--- config.mk ---
export PLATFORM = sky130hd
export DESIGN_NAME = simcc_keypoint_decoder_top
export DESIGN_NICKNAME = d
export VERILOG_FILES = /design/src/hw/rtl/skd_pkg.sv /design/src/hw/rtl/skd_front.sv /design/src/hw/rtl/skd_queue.sv /design/src/hw/rtl/skd_back.sv /design/src/hw/rtl/simcc_keypoint_decoder_top.sv
export SDC_FILE = /design/constraint.sdc
export NUM_CORES = 2
export LEC_CHECK = 0
export ABC_AREA = 1
export BUFFER_PORTS_ARGS = -buffer_cell sky130_fd_sc_hd__buf_2
export CORE_ASPECT_RATIO = 1.75
export CORE_MARGIN = 2
export CORE_UTILIZATION = 65
export DETAILED_ROUTE_END_ITERATION = 10
export PLACE_DENSITY_LB_ADDON = 0.2
export REMOVE_ABC_BUFFERS = 1
export SYNTH_ARGS = -nofsm -noshare
export SYNTH_HDL_FRONTEND = slang
export SYNTH_HIERARCHICAL = 1
export SYNTH_SLANG_ARGS = --single-unit
--- constraint.sdc ---
create_clock -name clk -period 26.7 [get_ports clk]
set_input_delay 5.34 -clock clk [delete_from_list [all_inputs] [get_ports clk]]
set_output_delay 5.34 -clock clk [all_outputs]
set_load 0.03 [all_outputs]
--- src/hw/rtl/skd_pkg.sv ---
// Shared types, constants and helper functions of the SimCC keypoint decoder.
`default_nettype none

package skd_pkg;

  localparam int X_BINS     = 576;
  localparam int Y_BINS     = 768;
  localparam int SCORE_BITS = 16;

  localparam int KP_W       = 5;
  localparam int AXIS_W     = 2;
  localparam int BIN_W      = 10;
  localparam int CROP_W     = 16;
  localparam int FRAME_W    = 13;
  localparam int IMG_W      = 17;
  localparam int POS_W      = 10;
  localparam int CONF_W     = 15;
  localparam int CFG_ADDR_W = 3;
  localparam int CFG_DATA_W = 16;

  localparam int IN_DATA_W  = ((KP_W + BIN_W + SCORE_BITS + 7) / 8) * 8;
  localparam int OUT_BITS   = KP_W + 2 * IMG_W + 3 * POS_W + CONF_W;
  localparam int OUT_DATA_W = ((OUT_BITS + 7) / 8) * 8;

  localparam logic [AXIS_W-1:0] AXIS_X = AXIS_W'(0);
  localparam logic [AXIS_W-1:0] AXIS_Y = AXIS_W'(1);
  localparam logic [AXIS_W-1:0] AXIS_Z = AXIS_W'(2);

  localparam logic [CFG_ADDR_W-1:0] CFG_CROP_LEFT    = CFG_ADDR_W'(0);
  localparam logic [CFG_ADDR_W-1:0] CFG_CROP_TOP     = CFG_ADDR_W'(1);
  localparam logic [CFG_ADDR_W-1:0] CFG_CROP_WIDTH   = CFG_ADDR_W'(2);
  localparam logic [CFG_ADDR_W-1:0] CFG_CROP_HEIGHT  = CFG_ADDR_W'(3);
  localparam logic [CFG_ADDR_W-1:0] CFG_FRAME_WIDTH  = CFG_ADDR_W'(4);
  localparam logic [CFG_ADDR_W-1:0] CFG_FRAME_HEIGHT = CFG_ADDR_W'(5);

  localparam logic [CROP_W-1:0]  RST_CROP_LEFT    = CROP_W'(0);
  localparam logic [CROP_W-1:0]  RST_CROP_TOP     = CROP_W'(0);
  localparam logic [CROP_W-1:0]  RST_CROP_WIDTH   = CROP_W'(4608);
  localparam logic [CROP_W-1:0]  RST_CROP_HEIGHT  = CROP_W'(6144);
  localparam logic [FRAME_W-1:0] RST_FRAME_WIDTH  = FRAME_W'(1920);
  localparam logic [FRAME_W-1:0] RST_FRAME_HEIGHT = FRAME_W'(1080);

  // Scaling: n = bin * size + bins / 2, then n / bins by reciprocal multiplication.
  localparam int PROD_W    = BIN_W + CROP_W + 1;
  localparam int RECIP_W   = PROD_W + 1;
  localparam int IMG_SUM_W = PROD_W + 1;
  localparam int X_SHIFT   = PROD_W + $clog2(X_BINS);
  localparam int Y_SHIFT   = PROD_W + $clog2(Y_BINS);
  localparam logic [63:0] X_RECIP64 =
    ((64'd1 << X_SHIFT) + 64'(X_BINS) - 64'd1) / 64'(X_BINS);
  localparam logic [63:0] Y_RECIP64 =
    ((64'd1 << Y_SHIFT) + 64'(Y_BINS) - 64'd1) / 64'(Y_BINS);
  localparam logic [RECIP_W-1:0] X_RECIP = X_RECIP64[RECIP_W-1:0];
  localparam logic [RECIP_W-1:0] Y_RECIP = Y_RECIP64[RECIP_W-1:0];
  localparam logic [PROD_W-1:0]  X_HALF  = PROD_W'(X_BINS / 2);
  localparam logic [PROD_W-1:0]  Y_HALF  = PROD_W'(Y_BINS / 2);

  localparam int POS_CALC_W = BIN_W + 2;
  localparam logic signed [POS_CALC_W-1:0] X_MID  = POS_CALC_W'(X_BINS / 2);
  localparam logic signed [POS_CALC_W-1:0] Y_MID  = POS_CALC_W'(Y_BINS / 2);
  localparam logic signed [POS_CALC_W-1:0] POS_LO = POS_CALC_W'(-(2 ** (POS_W - 1)));
  localparam logic signed [POS_CALC_W-1:0] POS_HI = POS_CALC_W'((2 ** (POS_W - 1)) - 1);

  localparam logic [IMG_SUM_W-1:0] IMG_MAX = IMG_SUM_W'((2 ** IMG_W) - 1);

  localparam int QUEUE_DEPTH = 4;
  localparam int QPTR_W      = $clog2(QUEUE_DEPTH);

  typedef struct packed {
    logic [KP_W-1:0]              kp;
    logic [BIN_W-1:0]             bin_x;
    logic [BIN_W-1:0]             bin_y;
    logic [BIN_W-1:0]             bin_z;
    logic signed [SCORE_BITS-1:0] score_x;
    logic signed [SCORE_BITS-1:0] score_y;
    logic signed [SCORE_BITS-1:0] score_z;
  } skd_rec_t;

  typedef struct packed {
    logic full;
    logic empty;
  } skd_qstat_t;

  typedef struct packed {
    logic [CROP_W-1:0]  crop_left;
    logic [CROP_W-1:0]  crop_top;
    logic [CROP_W-1:0]  crop_width;
    logic [CROP_W-1:0]  crop_height;
    logic [FRAME_W-1:0] frame_width;
    logic [FRAME_W-1:0] frame_height;
  } skd_cfg_t;

  function automatic logic [POS_W-1:0] sat_pos(input logic signed [POS_CALC_W-1:0] v);
    logic [POS_W-1:0] r;
    if (v < POS_LO) begin
      r = POS_LO[POS_W-1:0];
    end else if (v > POS_HI) begin
      r = POS_HI[POS_W-1:0];
    end else begin
      r = v[POS_W-1:0];
    end
    return r;
  endfunction

endpackage

`default_nettype wire

--- src/hw/rtl/skd_front.sv ---
// Front end: takes score items and keeps the running peak of each axis.
`default_nettype none

module skd_front (
  input  wire logic                         clk,
  input  wire logic                         rst_n,
  input  wire logic                         in_tvalid,
  output logic                              in_tready,
  input  wire logic [skd_pkg::IN_DATA_W-1:0] in_tdata,
  input  wire logic [skd_pkg::AXIS_W-1:0]   in_tuser,
  input  wire logic                         in_tlast,
  input  wire skd_pkg::skd_qstat_t          q_stat,
  output logic                              push,
  output skd_pkg::skd_rec_t                 push_rec
);
  import skd_pkg::*;

  localparam int BIN_LO   = KP_W;
  localparam int SCORE_LO = KP_W + BIN_W;

  logic signed [SCORE_BITS-1:0] peak_score_r   [3];
  logic signed [SCORE_BITS-1:0] peak_score_nxt [3];
  logic [BIN_W-1:0]             peak_bin_r     [3];
  logic [BIN_W-1:0]             peak_bin_nxt   [3];
  logic [2:0]                   run_open_r;
  logic [2:0]                   run_open_nxt;

  logic                         accept;
  logic [KP_W-1:0]              kp;
  logic [BIN_W-1:0]             bin;
  logic signed [SCORE_BITS-1:0] score;

  assign in_tready = !q_stat.full;
  assign accept    = in_tvalid && in_tready;
  assign kp        = in_tdata[KP_W-1:0];
  assign bin       = in_tdata[BIN_LO +: BIN_W];
  assign score     = in_tdata[SCORE_LO +: SCORE_BITS];

  always_comb begin
    for (int a = 0; a < 3; a++) begin
      peak_score_nxt[a] = peak_score_r[a];
      peak_bin_nxt[a]   = peak_bin_r[a];
      run_open_nxt[a]   = run_open_r[a];
      if (accept && in_tuser == AXIS_W'(a)) begin
        if (!run_open_r[a] || score > peak_score_r[a]) begin
          peak_score_nxt[a] = score;
          peak_bin_nxt[a]   = bin;
        end
        run_open_nxt[a] = !in_tlast;
      end
    end
  end

  assign push             = accept && in_tuser == AXIS_Z && in_tlast;
  assign push_rec.kp      = kp;
  assign push_rec.bin_x   = peak_bin_nxt[0];
  assign push_rec.bin_y   = peak_bin_nxt[1];
  assign push_rec.bin_z   = peak_bin_nxt[2];
  assign push_rec.score_x = peak_score_nxt[0];
  assign push_rec.score_y = peak_score_nxt[1];
  assign push_rec.score_z = peak_score_nxt[2];

  always_ff @(posedge clk) begin
    if (!rst_n) begin
      for (int a = 0; a < 3; a++) begin
        peak_score_r[a] <= {1'b1, {(SCORE_BITS - 1){1'b0}}};
        peak_bin_r[a]   <= '0;
      end
      run_open_r <= '0;
    end else begin
      for (int a = 0; a < 3; a++) begin
        peak_score_r[a] <= peak_score_nxt[a];
        peak_bin_r[a]   <= peak_bin_nxt[a];
      end
      run_open_r <= run_open_nxt;
    end
  end

endmodule

`default_nettype wire

--- src/hw/rtl/skd_queue.sv ---
// Short queue of finished peak records between the front end and the back end.
`default_nettype none

module skd_queue (
  input  wire logic              clk,
  input  wire logic              rst_n,
  input  wire logic              push,
  input  wire skd_pkg::skd_rec_t push_rec,
  input  wire logic              pop,
  output skd_pkg::skd_rec_t      head,
  output skd_pkg::skd_qstat_t    q_stat
);
  import skd_pkg::*;

  skd_rec_t          slot_r [QUEUE_DEPTH];
  logic [QPTR_W-1:0] wr_ptr_r;
  logic [QPTR_W-1:0] rd_ptr_r;
  logic [QPTR_W:0]   count_r;

  assign head         = slot_r[rd_ptr_r];
  assign q_stat.full  = count_r == (QPTR_W + 1)'(QUEUE_DEPTH);
  assign q_stat.empty = count_r == '0;

  always_ff @(posedge clk) begin
    if (push) begin
      slot_r[wr_ptr_r] <= push_rec;
    end
  end

  always_ff @(posedge clk) begin
    if (!rst_n) begin
      wr_ptr_r <= '0;
      rd_ptr_r <= '0;
      count_r  <= '0;
    end else begin
      if (push) begin
        wr_ptr_r <= wr_ptr_r + 1'b1;
      end
      if (pop) begin
        rd_ptr_r <= rd_ptr_r + 1'b1;
      end
      if (push && !pop) begin
        count_r <= count_r + 1'b1;
      end else if (pop && !push) begin
        count_r <= count_r - 1'b1;
      end
    end
  end

endmodule

`default_nettype wire

--- src/hw/rtl/skd_back.sv ---
// Back end: maps peak bins into the frame and forms the result item.
`default_nettype none

module skd_back (
  input  wire logic                           clk,
  input  wire logic                           rst_n,
  input  wire skd_pkg::skd_cfg_t              cfg,
  input  wire logic                           rec_valid,
  input  wire skd_pkg::skd_rec_t              rec,
  output logic                                pop,
  output logic                                out_tvalid,
  input  wire logic                           out_tready,
  output logic [skd_pkg::OUT_DATA_W-1:0]      out_tdata,
  output logic                                out_tuser
);
  import skd_pkg::*;

  logic en;

  // Stage 1: bin times crop size plus half the bin count, confidence and 3D position.
  logic                         s1_valid_r;
  logic [KP_W-1:0]              s1_kp_r;
  logic [PROD_W-1:0]            s1_nx_r, s1_ny_r;
  logic [PROD_W-1:0]            s1_nx_nxt, s1_ny_nxt;
  logic [POS_W-1:0]             s1_px_r, s1_py_r, s1_pz_r;
  logic [CONF_W-1:0]            s1_conf_r, s1_conf_nxt;
  logic signed [SCORE_BITS-1:0] min_xy, min_xyz;

  // Stage 2: division by the bin count through the reciprocal.
  logic                         s2_valid_r;
  logic [KP_W-1:0]              s2_kp_r;
  logic [PROD_W-1:0]            s2_qx_r, s2_qy_r;
  logic [PROD_W+RECIP_W-1:0]    mx, my;
  logic [POS_W-1:0]             s2_px_r, s2_py_r, s2_pz_r;
  logic [CONF_W-1:0]            s2_conf_r;

  // Stage 3: origin added, bounds test, saturation; this is the output register.
  logic                         s3_valid_r;
  logic [KP_W-1:0]              s3_kp_r;
  logic [IMG_W-1:0]             s3_ix_r, s3_iy_r, s3_ix_nxt, s3_iy_nxt;
  logic [POS_W-1:0]             s3_px_r, s3_py_r, s3_pz_r;
  logic [CONF_W-1:0]            s3_conf_r;
  logic                         s3_ok_r, s3_ok_nxt;
  logic [IMG_SUM_W-1:0]         sum_x, sum_y;

  assign en  = !s3_valid_r || out_tready;
  assign pop = en && rec_valid;

  always_comb begin
    s1_nx_nxt = PROD_W'(rec.bin_x) * PROD_W'(cfg.crop_width) + X_HALF;
    s1_ny_nxt = PROD_W'(rec.bin_y) * PROD_W'(cfg.crop_height) + Y_HALF;
    min_xy    = (rec.score_y < rec.score_x) ? rec.score_y : rec.score_x;
    min_xyz   = (rec.score_z < min_xy) ? rec.score_z : min_xy;
    if (min_xyz[SCORE_BITS-1]) begin
      s1_conf_nxt = '0;
    end else begin
      s1_conf_nxt = CONF_W'(unsigned'(min_xyz));
    end
  end

  assign mx = (PROD_W + RECIP_W)'(s1_nx_r) * (PROD_W + RECIP_W)'(X_RECIP);
  assign my = (PROD_W + RECIP_W)'(s1_ny_r) * (PROD_W + RECIP_W)'(Y_RECIP);

  always_comb begin
    sum_x     = IMG_SUM_W'(cfg.crop_left) + IMG_SUM_W'(s2_qx_r);
    sum_y     = IMG_SUM_W'(cfg.crop_top) + IMG_SUM_W'(s2_qy_r);
    s3_ix_nxt = (sum_x > IMG_MAX) ? IMG_MAX[IMG_W-1:0] : sum_x[IMG_W-1:0];
    s3_iy_nxt = (sum_y > IMG_MAX) ? IMG_MAX[IMG_W-1:0] : sum_y[IMG_W-1:0];
    s3_ok_nxt = (sum_x <= IMG_SUM_W'({cfg.frame_width, 4'b0000})) &&
                (sum_y <= IMG_SUM_W'({cfg.frame_height, 4'b0000}));
  end

  always_ff @(posedge clk) begin
    if (en) begin
      s1_kp_r   <= rec.kp;
      s1_nx_r   <= s1_nx_nxt;
      s1_ny_r   <= s1_ny_nxt;
      s1_conf_r <= s1_conf_nxt;
      s1_px_r   <= sat_pos(POS_CALC_W'(rec.bin_x) - X_MID);
      s1_py_r   <= sat_pos(Y_MID - POS_CALC_W'(rec.bin_y));
      s1_pz_r   <= sat_pos(POS_CALC_W'(rec.bin_z) - X_MID);

      s2_kp_r   <= s1_kp_r;
      s2_qx_r   <= PROD_W'(mx >> X_SHIFT);
      s2_qy_r   <= PROD_W'(my >> Y_SHIFT);
      s2_px_r   <= s1_px_r;
      s2_py_r   <= s1_py_r;
      s2_pz_r   <= s1_pz_r;
      s2_conf_r <= s1_conf_r;

      s3_kp_r   <= s2_kp_r;
      s3_ix_r   <= s3_ix_nxt;
      s3_iy_r   <= s3_iy_nxt;
      s3_ok_r   <= s3_ok_nxt;
      s3_px_r   <= s2_px_r;
      s3_py_r   <= s2_py_r;
      s3_pz_r   <= s2_pz_r;
      s3_conf_r <= s2_conf_r;
    end
  end

  always_ff @(posedge clk) begin
    if (!rst_n) begin
      s1_valid_r <= 1'b0;
      s2_valid_r <= 1'b0;
      s3_valid_r <= 1'b0;
    end else if (en) begin
      s1_valid_r <= rec_valid;
      s2_valid_r <= s1_valid_r;
      s3_valid_r <= s2_valid_r;
    end
  end

  assign out_tvalid = s3_valid_r;
  assign out_tuser  = s3_ok_r;
  assign out_tdata  = OUT_DATA_W'({s3_conf_r, s3_pz_r, s3_py_r, s3_px_r,
                                   s3_iy_r, s3_ix_r, s3_kp_r});

endmodule

`default_nettype wire

--- src/hw/rtl/simcc_keypoint_decoder_top.sv ---
// Top level of the SimCC keypoint decoder: configuration registers and the three parts.
// Throughput: one score item per cycle; in_tready falls only when the four-entry record
// queue is full, which needs the result side to stall.
// A result is shown once the last z item of a keypoint has passed the record queue and
// the multiply-add, reciprocal-multiply and output stages of the back end.
// Reset: synchronous, active low; peaks, queue and pipeline are cleared at once.
`default_nettype none

module simcc_keypoint_decoder_top (
  input  wire logic                             clk,
  input  wire logic                             rst_n,
  input  wire logic                             in_tvalid,
  output logic                                  in_tready,
  // keypoint [4:0], bin [14:5], score [30:15], zero [31]
  input  wire logic [skd_pkg::IN_DATA_W-1:0]    in_tdata,
  // axis [1:0]
  input  wire logic [skd_pkg::AXIS_W-1:0]       in_tuser,
  input  wire logic                             in_tlast,
  output logic                                  out_tvalid,
  input  wire logic                             out_tready,
  // point_index [4:0], image_x [21:5], image_y [38:22], pos_x [48:39],
  // pos_y [58:49], pos_z [68:59], confidence [83:69], zero [87:84]
  output logic [skd_pkg::OUT_DATA_W-1:0]        out_tdata,
  // valid_res [0]
  output logic                                  out_tuser,
  input  wire logic                             cfg_we,
  input  wire logic [skd_pkg::CFG_ADDR_W-1:0]   cfg_addr,
  input  wire logic [skd_pkg::CFG_DATA_W-1:0]   cfg_wdata
);
  import skd_pkg::*;

  skd_cfg_t   cfg_r;
  skd_qstat_t q_stat;
  skd_rec_t   push_rec;
  skd_rec_t   head;
  logic       push;
  logic       q_pop;

  always_ff @(posedge clk) begin
    if (!rst_n) begin
      cfg_r.crop_left    <= RST_CROP_LEFT;
      cfg_r.crop_top     <= RST_CROP_TOP;
      cfg_r.crop_width   <= RST_CROP_WIDTH;
      cfg_r.crop_height  <= RST_CROP_HEIGHT;
      cfg_r.frame_width  <= RST_FRAME_WIDTH;
      cfg_r.frame_height <= RST_FRAME_HEIGHT;
    end else if (cfg_we) begin
      unique case (cfg_addr)
        CFG_CROP_LEFT:    cfg_r.crop_left    <= cfg_wdata[CROP_W-1:0];
        CFG_CROP_TOP:     cfg_r.crop_top     <= cfg_wdata[CROP_W-1:0];
        CFG_CROP_WIDTH:   cfg_r.crop_width   <= cfg_wdata[CROP_W-1:0];
        CFG_CROP_HEIGHT:  cfg_r.crop_height  <= cfg_wdata[CROP_W-1:0];
        CFG_FRAME_WIDTH:  cfg_r.frame_width  <= cfg_wdata[FRAME_W-1:0];
        CFG_FRAME_HEIGHT: cfg_r.frame_height <= cfg_wdata[FRAME_W-1:0];
        default: begin
        end
      endcase
    end
  end

  skd_front u_front (
    .clk       (clk),
    .rst_n     (rst_n),
    .in_tvalid (in_tvalid),
    .in_tready (in_tready),
    .in_tdata  (in_tdata),
    .in_tuser  (in_tuser),
    .in_tlast  (in_tlast),
    .q_stat    (q_stat),
    .push      (push),
    .push_rec  (push_rec)
  );

  skd_queue u_queue (
    .clk      (clk),
    .rst_n    (rst_n),
    .push     (push),
    .push_rec (push_rec),
    .pop      (q_pop),
    .head     (head),
    .q_stat   (q_stat)
  );

  skd_back u_back (
    .clk        (clk),
    .rst_n      (rst_n),
    .cfg        (cfg_r),
    .rec_valid  (!q_stat.empty),
    .rec        (head),
    .pop        (q_pop),
    .out_tvalid (out_tvalid),
    .out_tready (out_tready),
    .out_tdata  (out_tdata),
    .out_tuser  (out_tuser)
  );

`ifndef SYNTHESIS
  a_pop_not_empty: assert property (@(posedge clk) disable iff (!rst_n)
    q_pop |-> !q_stat.empty)
    else $error("Record taken from an empty queue.");

  a_valid_in_frame: assert property (@(posedge clk) disable iff (!rst_n)
    (out_tvalid && out_tuser) |->
      (out_tdata[21:5] <= {cfg_r.frame_width, 4'b0000}))
    else $error("Result flagged valid with image_x outside the frame.");

  a_reset_clears_out: assert property (@(posedge clk)
    !rst_n |=> !out_tvalid)
    else $error("Result shown straight after reset.");
`endif

endmodule

`default_nettype wire
==> results.env <==
NETLIST_TOP_CELLS_AREA='sky130_fd_sc_hd__edfxtp_1 28%, sky130_fd_sc_hd__fa_1 20%, sky130_fd_sc_hd__ha_1 14%, sky130_fd_sc_hd__inv_1 8.8%, sky130_fd_sc_hd__dfxtp_1 5.7%'
SLEW-LIMIT-HEADROOM_PCT=10.4
SYN_AREA_PER_CELL_UM2=9.49
ENDPOINT_KIND='flop'
CRITPATHMAXSTAGEDELAY_NS=0.92
GRT_ANTENNA_BEFORE_REPAIR=5
SYNTH_TOP_CELL_BY_AREA='sky130_fd_sc_hd__edfxtp_1'
SHARE_OF_CELLS_ABOVE_DRIVE_STRENGTH_1_PCT=6.54
POST_CTS.RESIZED_INSTANCES=0
PLACE.GP.CONGESTION=1.01
DRT-WIRELENGTH-PER-CELL_UM=19.7
DIE_Y_UM=421
DIE_X_UM=242
TIMING.CRITICAL_PATH.MODE_CELL='sky130_fd_sc_hd__fa_1'
IO_PINS=150
POST-SYNTH-TOP-AREA-FRACTION_PCT=28.2
CRIT_PATH_MAX_FANOUT=100
DETAILED_PLACE_HPWL_UM=126000
POST_CTS_BUFFERS=0
FINALSETUPVIOLCOUNT=0
HOLD_PATH.CLASS='reg -> reg'
ROUTED_VIA_DENSITY=5.63
MAX-CAP-VIOLATIONS=0
POSTSYNTHCELLCOUNT=6803
DRTANTENNAVIOLNETS=0
FINALCLOCKSKEW_NS=0.0356
SYNTH.YOSYS.WARNINGS=6
CRITICAL_PATH_ARRIVAL_NS=8.61
INITIAL_DETAILED_ROUTING_VIOLATION_COUNT=2724
WORST_PATH_CELL_CHAIN='inv_4 > buf_4 > o21ai_0 > o22ai_1 > buf_4 > nand2_1 > fa_1 > fa_1 > inv_1 > fa_1 > fa_1 > fa_1 > ha_1 > a21oi_1 > nor2_1 > a211oi_1 > o221ai_1 > a21oi_1 > o21ai_0 > nand3b_1 > o211ai_1 > xor2_1'
NETLIST_AREA_MM2=0.0646
WORST-PATH-BUF-INV=4
CTS.REPORTEDPATHS.CLKPINSLEW_NS=0.07
ANTENNA_CELLS_INSERTED=0
SYNTH.DISTINCT_CELLS=68
START_UTIL_PCT=65.3
CTS-ROOT-TO-SINK-BUFFERS=3
GRT_PASS1_VIAS=49336
SETUP_TNS_NS=0
RSZ_0062_RAISED_AFTER_GLOBAL_ROUTING='false'
EDFF_COUNT_SYNTH=607
DR.PASS1.ITERS=6
CORE_REGION_AREA_MM2=0.0990
DETAILROUTE.VIA_COUNT=46434
STD_CELL_ROWS=153
HTREE_LEVELS=3
GRT_MAX_DEGREE=105
NUMCLOCKSINKS=790
DRT_DRC_VIOLATIONS_LEFT=0
CRITICAL_PATH.STARTPOINT_TYPE='flop'
FMAXACHIEVABLE_MHz=122
PERIOD_SHARE_PCT=30.7
TIMING_HOLD_VIOLATIONS_FINAL=0
MOSTFREQUENTLAYOUTCELL='sky130_fd_sc_hd__inv_1'
DIE-AREA_MM2=0.102
PORTBUFFERS=144
REQUIRED_NS=27.11
OUTCOME='finished, final reports clean'
CTS_BUF_COUNT=76
CRITICAL-PATH-TOP-DELAY-FAMILY='adder cells'
NET_COUNT_FINAL=8283
ROUTE.FINAL.WIRE_LENGTH_UM=162000
DOMINANTREGCELLSYNTH='sky130_fd_sc_hd__edfxtp_1'
TOTAL_GLOBAL_ROUTING_OVERFLOW=0
GROUTE.USAGE.OVERALL_PCT=32.3
FIRST_PASS_GRT_WIRE_LENGTH_UM=254000
YS_SEQ_ELEMENTS=790
CLK_ROOT_BUFFER_CELL='sky130_fd_sc_hd__clkbuf_16'
WORST_SLEW_PIN_SLEW_NS=1.33
AREA_GROWTH_PCT=6.64
FINAL-MAX-SLEW-VIOLATION-COUNT=0
FINALCOREUTILIZATION_PCT=69.6
SEQUENTIAL_CELL_AREA_FRACTION_IN_THE_YOSYS_REPORT_PCT=33.9
LAYOUT_COMMON_CELLS='1505 x sky130_fd_sc_hd__inv_1, 973 x sky130_fd_sc_hd__nand2_1, 721 x sky130_fd_sc_hd__ha_1'
CLKLATENCYLATEPIN_NS=0.69
TRITONCTS='yes'
ASYNC_FLOP_SHARE_PCT=0
FINALWORSTPATHREQUIREDPERIOD_NS=8.20
CRITICAL_SETUP_PATH_CLASS='reg -> reg'
POSTCTSHOLDBUFS=0
TIMING.CRITICAL_PATH.SLOWEST_STAGE_CELL='sky130_fd_sc_hd__buf_4'
-- per-stage QoR --
stage,cells,instance area [um2],hold slack (ns),setup WS (ns)
after floorplan,6603,63500,0.400,14.39
after global placement,8104,66200,0.401,18.16
after detailed placement,8104,66200,0.405,18.13
after CTS,8246,68900,0.414,18.58
after global routing,8246,68900,0.419,18.10
final,8246,68900,0.413,18.50
-- logic make-up (layout without fill, tap and decap cells) --
group | count (synthesis) | in the layout | synth area share [%]
XOR/XNOR | 127 | 127 | 1.72
AO/OA/AOI/OAI | 807 | 807 | 6.91
buffers and inverters | 1733 | 1856 | 10.6
flip-flops | 790 | 790 | 33.9
adder cells (fa/ha/maj) | 1359 | 1359 | 33.7
other | 1 | 4 | 0.00581
AND/OR/NAND/NOR | 1986 | 1986 | 13.1
-- path summary, 6_finish.rpt --
kind	to	depth (start not counted)	startpoint	slack (ns)
hold reg to reg	u_back/s3_px_r[0]	0	u_back/s2_px_r[0]	0.41
hold / removal	u_back/s3_px_r[0]	0	u_back/s2_px_r[0]	0.41
setup reg to reg	u_back/s1_ny_r[26]	22	flop	18.50
setup / recovery	u_back/s1_ny_r[26]	22	flop	18.50
-- cells in the mapped netlist, drive strengths merged (15+ instances only) --
library cell and instances:
nand4 25, a31oi 23, o22ai 83, nand2 1038, clkbuf 104, ha 721
inv 1529, edfxtp 607, xor2 84, buf 98, nand3 274, a21oi 295
nor3 29, xnor2 43, dfxtp 183, fa 638, nor2 589, o21ai 312
o21bai 15
-- flip-flops by register name, indices dropped and copies added (netlist names), 17 cells and up, named ones only --
signal / flops
cfg_r: 90
u_front/peak_score_r: 48
u_front/peak_bin_r: 30
u_back/s3_ix_r: 17
u_back/s2_qy_r: 18
u_queue/slot_r: 332
u_back/s1_nx_r: 27
u_back/s3_iy_r: 17
u_back/s1_ny_r: 27
u_back/s2_qx_r: 18
-- metal layers --
layer | vias to the layer above | routed length [um] | part of all wire, % | global-route usage [%]
met5 | - | 57 | 0.035 | 0
met4 | 10 | 14300 | 8.8 | 25.0
met3 | 665 | 7790 | 4.8 | 4.60
met2 | 1512 | 86900 | 54 | 60.6
met1 | 22580 | 53300 | 33 | 31.4
li1 | 21667 | - | - | -
-- area by class of cell --
type                       count  area, um2
timing repair buffer         184       1020
sequential                   790      21900
clock inverter                45        639
inverter                    1530       5760
multi-input combinational   4283      35900
clock buffer                  97       2050
fill                        7665      30100
tap                         1317       1650
Power is left out: the tool's default activity adds up to more than one toggle a clock period on the data nets, which glitch-free logic cannot reach.
